<file path="src/rtl/bis_pkg.sv">
// Package for the bilinear image scaler: sizes, word types and register codes.
// No dependencies; used by every module of the scaler except bis_ram.
package bis_pkg;

  localparam int unsigned MAX_SRC_WIDTH  = 256;
  localparam int unsigned MAX_SRC_HEIGHT = 256;
  localparam int unsigned FRAC_BITS      = 16;

  localparam int unsigned STORE_DEPTH = MAX_SRC_WIDTH * MAX_SRC_HEIGHT;
  localparam int unsigned ADDR_W      = $clog2(STORE_DEPTH);
  localparam int unsigned CX_W        = $clog2(MAX_SRC_WIDTH);
  localparam int unsigned CY_W        = $clog2(MAX_SRC_HEIGHT);
  localparam int unsigned WW_W        = $clog2(MAX_SRC_WIDTH + 1);
  localparam int unsigned HH_W        = $clog2(MAX_SRC_HEIGHT + 1);

  localparam int unsigned DIM_W  = 9;
  localparam int unsigned STEP_W = 24;
  localparam int unsigned DST_W  = 10;
  localparam int unsigned IDX_W  = 16;
  localparam int unsigned CH_W   = 8;
  localparam int unsigned PIX_W  = 3 * CH_W;
  localparam int unsigned CFG_W  = 24;

  localparam int unsigned POS_W = DST_W + STEP_W;
  localparam int unsigned INT_W = POS_W - FRAC_BITS;
  localparam int unsigned WGT_W = FRAC_BITS + 1;
  localparam int unsigned HB_W  = CH_W + FRAC_BITS;
  localparam int unsigned ACC_W = CH_W + 2 * FRAC_BITS;

  localparam logic [WGT_W-1:0] ONE_Q   = WGT_W'(1) << FRAC_BITS;
  localparam logic [ACC_W-1:0] ROUND_Q = ACC_W'(1) << (2 * FRAC_BITS - 1);

  localparam logic FUNC_LOAD    = 1'b0;
  localparam logic FUNC_REQUEST = 1'b1;

  typedef enum logic [1:0] {
    CFG_SRC_WIDTH  = 2'd0,
    CFG_SRC_HEIGHT = 2'd1,
    CFG_X_STEP     = 2'd2,
    CFG_Y_STEP     = 2'd3
  } cfg_idx_e;

  typedef struct packed {
    logic              func;
    logic [IDX_W-1:0]  pixel_index;
    logic [CH_W-1:0]   in_red;
    logic [CH_W-1:0]   in_green;
    logic [CH_W-1:0]   in_blue;
    logic [DST_W-1:0]  dst_x;
    logic [DST_W-1:0]  dst_y;
  } in_word_t;

  typedef struct packed {
    logic [CH_W-1:0] out_red;
    logic [CH_W-1:0] out_green;
    logic [CH_W-1:0] out_blue;
    logic            out_of_range;
  } out_word_t;

  typedef struct packed {
    logic [WW_W-1:0]   width;
    logic [HH_W-1:0]   height;
    logic [STEP_W-1:0] x_step;
    logic [STEP_W-1:0] y_step;
  } cfg_t;

  typedef struct packed {
    logic                 is_load;
    logic                 wr_ok;
    logic [ADDR_W-1:0]    waddr;
    logic [PIX_W-1:0]     wdata;
    logic [ADDR_W-1:0]    row0;
    logic [ADDR_W-1:0]    row1;
    logic [CX_W-1:0]      x0;
    logic [CX_W-1:0]      x1;
    logic [FRAC_BITS-1:0] fx;
    logic [FRAC_BITS-1:0] fy;
    logic                 oor;
  } s3_t;

  typedef struct packed {
    logic [3:0][PIX_W-1:0] pix;
    logic [FRAC_BITS-1:0]  fx;
    logic [FRAC_BITS-1:0]  fy;
    logic                  oor;
  } s4_t;

endpackage

</file>
<file path="src/rtl/bis_map.sv">
// Coordinate mapping pipeline: step multiply, edge clamp, row address multiply.
// Depends on bis_pkg.
module bis_map (
  input  logic              clk_i,
  input  logic              rst_ni,
  input  bis_pkg::cfg_t     cfg_i,
  input  logic              in_valid_i,
  output logic              in_ready_o,
  input  bis_pkg::in_word_t in_data_i,
  output logic              s3_valid_o,
  input  logic              s3_ready_i,
  output bis_pkg::s3_t      s3_o
);

  localparam int unsigned F = bis_pkg::FRAC_BITS;

  logic v1_q, v2_q, v3_q;
  logic en1, en2, en3;

  logic                             l1_q, wok1_q;
  logic [bis_pkg::ADDR_W-1:0]       wa1_q;
  logic [bis_pkg::PIX_W-1:0]        wd1_q;
  logic [bis_pkg::POS_W-1:0]        px_q, py_q;

  logic                             l2_q, wok2_q, oor2_q;
  logic [bis_pkg::ADDR_W-1:0]       wa2_q;
  logic [bis_pkg::PIX_W-1:0]        wd2_q;
  logic [bis_pkg::CX_W-1:0]         x0_q, x1_q;
  logic [bis_pkg::CY_W-1:0]         y0_q, y1_q;
  logic [F-1:0]                     fx2_q, fy2_q;

  bis_pkg::s3_t                     s3_q;

  logic [bis_pkg::INT_W-1:0]        sx, sy;
  logic                             oor;
  logic [bis_pkg::CX_W-1:0]         x0, x1;
  logic [bis_pkg::CY_W-1:0]         y0, y1;
  logic [bis_pkg::CX_W:0]           x0p;
  logic [bis_pkg::CY_W:0]           y0p;

  assign en3 = !v3_q || s3_ready_i;
  assign en2 = !v2_q || en3;
  assign en1 = !v1_q || en2;
  assign in_ready_o = en1;

  always_comb begin
    sx  = px_q[bis_pkg::POS_W-1:F];
    sy  = py_q[bis_pkg::POS_W-1:F];
    oor = (sx >= bis_pkg::INT_W'(cfg_i.width)) || (sy >= bis_pkg::INT_W'(cfg_i.height));
    x0  = sx[bis_pkg::CX_W-1:0];
    y0  = sy[bis_pkg::CY_W-1:0];
    x0p = {1'b0, x0} + (bis_pkg::CX_W+1)'(1);
    y0p = {1'b0, y0} + (bis_pkg::CY_W+1)'(1);
    x1  = (bis_pkg::WW_W'(x0p) < cfg_i.width) ? x0p[bis_pkg::CX_W-1:0] : x0;
    y1  = (bis_pkg::HH_W'(y0p) < cfg_i.height) ? y0p[bis_pkg::CY_W-1:0] : y0;
  end

  always_ff @(posedge clk_i or negedge rst_ni) begin
    if (!rst_ni) begin
      v1_q <= 1'b0;
      v2_q <= 1'b0;
      v3_q <= 1'b0;
    end else begin
      if (en1) v1_q <= in_valid_i;
      if (en2) v2_q <= v1_q;
      if (en3) v3_q <= v2_q;
    end
  end

  always_ff @(posedge clk_i) begin
    if (en1) begin
      l1_q   <= (in_data_i.func == bis_pkg::FUNC_LOAD);
      wok1_q <= (32'(in_data_i.pixel_index) < bis_pkg::STORE_DEPTH);
      wa1_q  <= bis_pkg::ADDR_W'(in_data_i.pixel_index);
      wd1_q  <= {in_data_i.in_red, in_data_i.in_green, in_data_i.in_blue};
      px_q   <= bis_pkg::POS_W'(in_data_i.dst_x) * bis_pkg::POS_W'(cfg_i.x_step);
      py_q   <= bis_pkg::POS_W'(in_data_i.dst_y) * bis_pkg::POS_W'(cfg_i.y_step);
    end
    if (en2) begin
      l2_q   <= l1_q;
      wok2_q <= wok1_q;
      wa2_q  <= wa1_q;
      wd2_q  <= wd1_q;
      oor2_q <= oor;
      x0_q   <= x0;
      x1_q   <= x1;
      y0_q   <= y0;
      y1_q   <= y1;
      fx2_q  <= px_q[F-1:0];
      fy2_q  <= py_q[F-1:0];
    end
    if (en3) begin
      s3_q.is_load <= l2_q;
      s3_q.wr_ok   <= wok2_q;
      s3_q.waddr   <= wa2_q;
      s3_q.wdata   <= wd2_q;
      s3_q.row0    <= bis_pkg::ADDR_W'(
                      (bis_pkg::CY_W+bis_pkg::WW_W)'(y0_q) *
                      (bis_pkg::CY_W+bis_pkg::WW_W)'(cfg_i.width));
      s3_q.row1    <= bis_pkg::ADDR_W'(
                      (bis_pkg::CY_W+bis_pkg::WW_W)'(y1_q) *
                      (bis_pkg::CY_W+bis_pkg::WW_W)'(cfg_i.width));
      s3_q.x0      <= x0_q;
      s3_q.x1      <= x1_q;
      s3_q.fx      <= fx2_q;
      s3_q.fy      <= fy2_q;
      s3_q.oor     <= oor2_q;
    end
  end

  assign s3_valid_o = v3_q;
  assign s3_o       = s3_q;

endmodule

</file>
<file path="config.mk">
export PLATFORM = sky130hd
export DESIGN_NAME = bis_map
export DESIGN_NICKNAME = d
export VERILOG_FILES = /design/src/rtl/bis_pkg.sv /design/src/rtl/bis_map.sv
export SDC_FILE = /design/constraint.sdc
export NUM_CORES = 2
export LEC_CHECK = 0
export ABC_AREA = 1
export BUFFER_PORTS_ARGS = -buffer_cell sky130_fd_sc_hd__buf_4
export CORE_MARGIN = 8
export CORE_UTILIZATION = 50
export CTS_BUF_LIST = sky130_fd_sc_hd__clkbuf_8
export CTS_CLUSTER_SIZE = 28
export DETAILED_ROUTE_END_ITERATION = 16
export PLACE_DENSITY = 0.66
export SLEW_MARGIN = 10
export SYNTH_ARGS = -nofsm -noshare
export SYNTH_HDL_FRONTEND = slang
export SYNTH_SLANG_ARGS = --single-unit
</file>
<file path="constraint.sdc">
create_clock -name clk_i -period 16.1 [get_ports clk_i]
set_input_delay 2.415 -clock clk_i [delete_from_list [all_inputs] [get_ports clk_i]]
set_output_delay 2.415 -clock clk_i [all_outputs]
set_load 0.1 [all_outputs]
</file>
==> impl_metrics.csv <==
group,metric,value,unit
timing,hold_viol_final,0,
finish,multi_input_area,18600,sq um
clock_tree,hold_buffers,0,
place,hpwl,59.7,mm
place,placed_area,35800,sq um
logic_synthesis,synthCells,3809,
clock_tree,clkSinkCount,340,
floorplanning,fp.dieW,274,um
timing,finalMaxSlewViolations,0,
clock_tree,postCtsSetupRepairBufs,0,
drt,detail_route.first_pass.iterations,5,
global_route,grt-ovfl-total,0,
worst_setup_path,rrSetupSlack,11.88,ns
finish,fillers,5949,
worst_setup_path,r2r_start,"y0_q[2]",
timing,tns,0,ns
global_route,grtUsageMet1,28.1,%
finish,regArea,10200,sq um
logic_synthesis,synth_common_cells,"nand2_1 (1176), inv_1 (1054), fa_1 (430)",
drt,wl_per_cell,15.2,um
worst_setup_path,cp-start-kind,"input port",
drt,via_per_inst,4.80,
worst_setup_path,arrival,4.54,ns
floorplanning,rows,94,
logic_synthesis,syn-cell-area,33200,sq um
logic_synthesis,synth_edf_count,337,
timing,fin_skew,0.0189,ns
logic_synthesis,yosysSeqAreaShare,30.7,%
finish,nets,4802,
global_route,antenna_found_initial,1,
job,cap_violations,0,
global_route,grt_pass1_vias,24033,
logic_synthesis,synth_top_area_cell,"edfxtp_1",
logic_synthesis,syn_area_per_cell,8.72,sq um
hold_path,min_path_type,"reg2reg",
global_route,use_met2,33.5,%
drt,drc,0,
clock_tree,cts_tree,"yes",
outcome,status,"complete, no violations",
logic_synthesis,synth_ff_type,"edfxtp_1",
drt,drtAntennaViolNets,0,
worst_setup_path,r2r-end,"s3_o[80]",
place,gp_congestion,0.875,
floorplanning,dieArea,74900,sq um
global_route,grt_pass1_wl,124,mm
logic_synthesis,syn_nets,4616,
logic_synthesis,yosys.area.top_type_share,30.5,%
floorplanning,coreArea,65700,sq um
hold_path,hold_depth,0,
global_route,grt_max_degree,70,
worst_setup_path,path_max_fanout,69,
logic_synthesis,yosys.cell_types.count,35,
clock_tree,post_cts_resized,0,
timing,period_minus_slack,6.95,ns
hold_path,worstHoldStart,"x1_q[7]",
finish,drive_above_1_share,8.75,%
logic_synthesis,ys_warn_count,0,
floorplanning,start_util,50.5,%
worst_setup_path,crit_path_end_kind,"output pin",
logic_synthesis,ys_async_sr_fraction,0.882,%
clock_tree,cts_buffer_depth,3,
floorplanning,fp.dieH,274,um
timing,setup_viol,0,
timing,layout_worst_path_cycle_share,43.2,%
hold_path,holdPathEnd,"s3_o[40]",
global_route,gr-usage-met3,2.93,%
clock_tree,cts-buffers-inserted,51,
drt,drt-total-wl,74.6,mm
floorplanning,io_pins,256,
timing,fmax,0.144,GHz
drt,drtIter0Drc,1453,
worst_setup_path,required,13.69,ns
timing,rsz0062_at_grt,"no",
worst_setup_path,path_class,"in2out",
drt,via_count,23494,
worst_setup_path,reg2reg_depth,15,
clock_tree,cts_root_buf,"clkbuf_8",
clock_tree,clk_latency,0.61,ns
finish,fin_area,36700,sq um
logic_synthesis,synth_area_leaders,"edfxtp_1 (30%), fa_1 (26%), nand2_1 (13%)",
clock_tree,cts_max_level,2,
global_route,grt.busiest_layer,"met2",
clock_tree,clk_pin_slew,0.07,ns
timing,tightestPinTransition,0.951,ns
global_route,track_usage,20.1,%
timing,relSlewSlack,36.6,%
place,port_buffers,254,
finish,syn2layout_area_growth,10.5,%
logic_synthesis,yosysMostFrequentCell,"nand2_1",
logic_synthesis,ys_ff_latch,340,
worst max path at each step:
stage / from / to / cells after the start
final: s3_ready_i / in_ready_o / 6
after CTS: s3_ready_i / in_ready_o / 6
after detailed placement: in_data_i[11] / px_q[21] / 23
after floorplan: s3_ready_i / in_ready_o / 4
after global routing: s3_ready_i / in_ready_o / 6
after global placement: in_data_i[1] / py_q[26] / 20
sequential cells by signal (all words and copies together), names as in the netlist, 8 cells and up:
signal,flops
fx2_q,16
fy2_q,16
px_q,34
py_q,34
s3_o,122
wa1_q,16
wa2_q,16
wd1_q,24
wd2_q,24
x0_q,8
x1_q,8
y0_q,8
y1_q,8
layout make-up:
cell class / count / area share, %
inverters: 1054 / 10.8
multi-input cells: 2290 / 50.6
clock buffers: 51 / 1.91
diodes: 1 / 0.00682
well taps: 864 / 2.94
clock inverters: 39 / 0.671
flip-flops and latches: 340 / 27.8
repair buffers: 258 / 5.28
cells by family after synthesis:
group | Yosys count | share of synthesized area [%]
and+or+nand+nor | 1417 | 16.7
buffers and inverters | 1179 | 13.4
adders and majority gates | 676 | 35.2
DFF | 340 | 30.7
AOI/OAI and AO/OA | 120 | 1.99
xor gates and xnor gates | 76 | 2.00
other | 1 | 0.0113
cell usage in the layout, fill, tap and decap left out, drive strengths merged:
| cell type | Yosys | layout |
|---|---|---|
| a21boi | 1 | 1 |
| a21o | 3 | 3 |
| a21oi | 70 | 70 |
| a31oi | 5 | 5 |
| buf | 17 | 258 |
| bufinv | 0 | 2 |
| clkbuf | 108 | 51 |
| clkinv | 0 | 19 |
| clkinvlp | 0 | 2 |
| conb | 1 | 1 |
| dfrtp | 3 | 3 |
| diode | 0 | 1 |
| edfxtp | 337 | 337 |
| fa | 430 | 430 |
| ha | 246 | 246 |
| inv | 1054 | 1070 |
| nand2 | 1191 | 1191 |
| nand3 | 76 | 76 |
| nand3b | 1 | 1 |
| nand4 | 10 | 10 |
| nor2 | 118 | 118 |
| nor3 | 15 | 15 |
| nor3b | 2 | 2 |
| nor4 | 2 | 2 |
| o211ai | 1 | 1 |
| o21a | 3 | 3 |
| o21ai | 30 | 30 |
| o21bai | 7 | 7 |
| or2 | 2 | 2 |
| xnor2 | 19 | 19 |
| xor2 | 57 | 57 |
critical path, cell delays in order:
cell	delay, ns
buf_4	0.11
inv_1	0.08
nand2_4	0.50
nor2_1	0.56
nand2_4	0.43
buf_4	0.40
per-layer routing:
metal / vias up / routed length, um
li1: 11526 / -
met1: 11296 / 33800
met2: 611 / 35300
met3: 61 / 4520
met4: 0 / 977
met5: - / 0
through the flow:
stage,hold WS [ns],instances,worst slack (ns),utilization (%)
2_1_floorplan,0.400,3809,5.35,-
6_report,0.410,4897,9.15,55.8
5_1_grt,0.410,4897,8.98,55.8
3_3_place_gp,0.400,4806,9.04,54.4
4_1_cts,0.414,4896,9.07,55.8
3_5_place_dp,0.405,4806,9.02,54.4
Power is not shown: default switching activity piles up to over one toggle a cycle in this logic, so the estimate is an artifact.
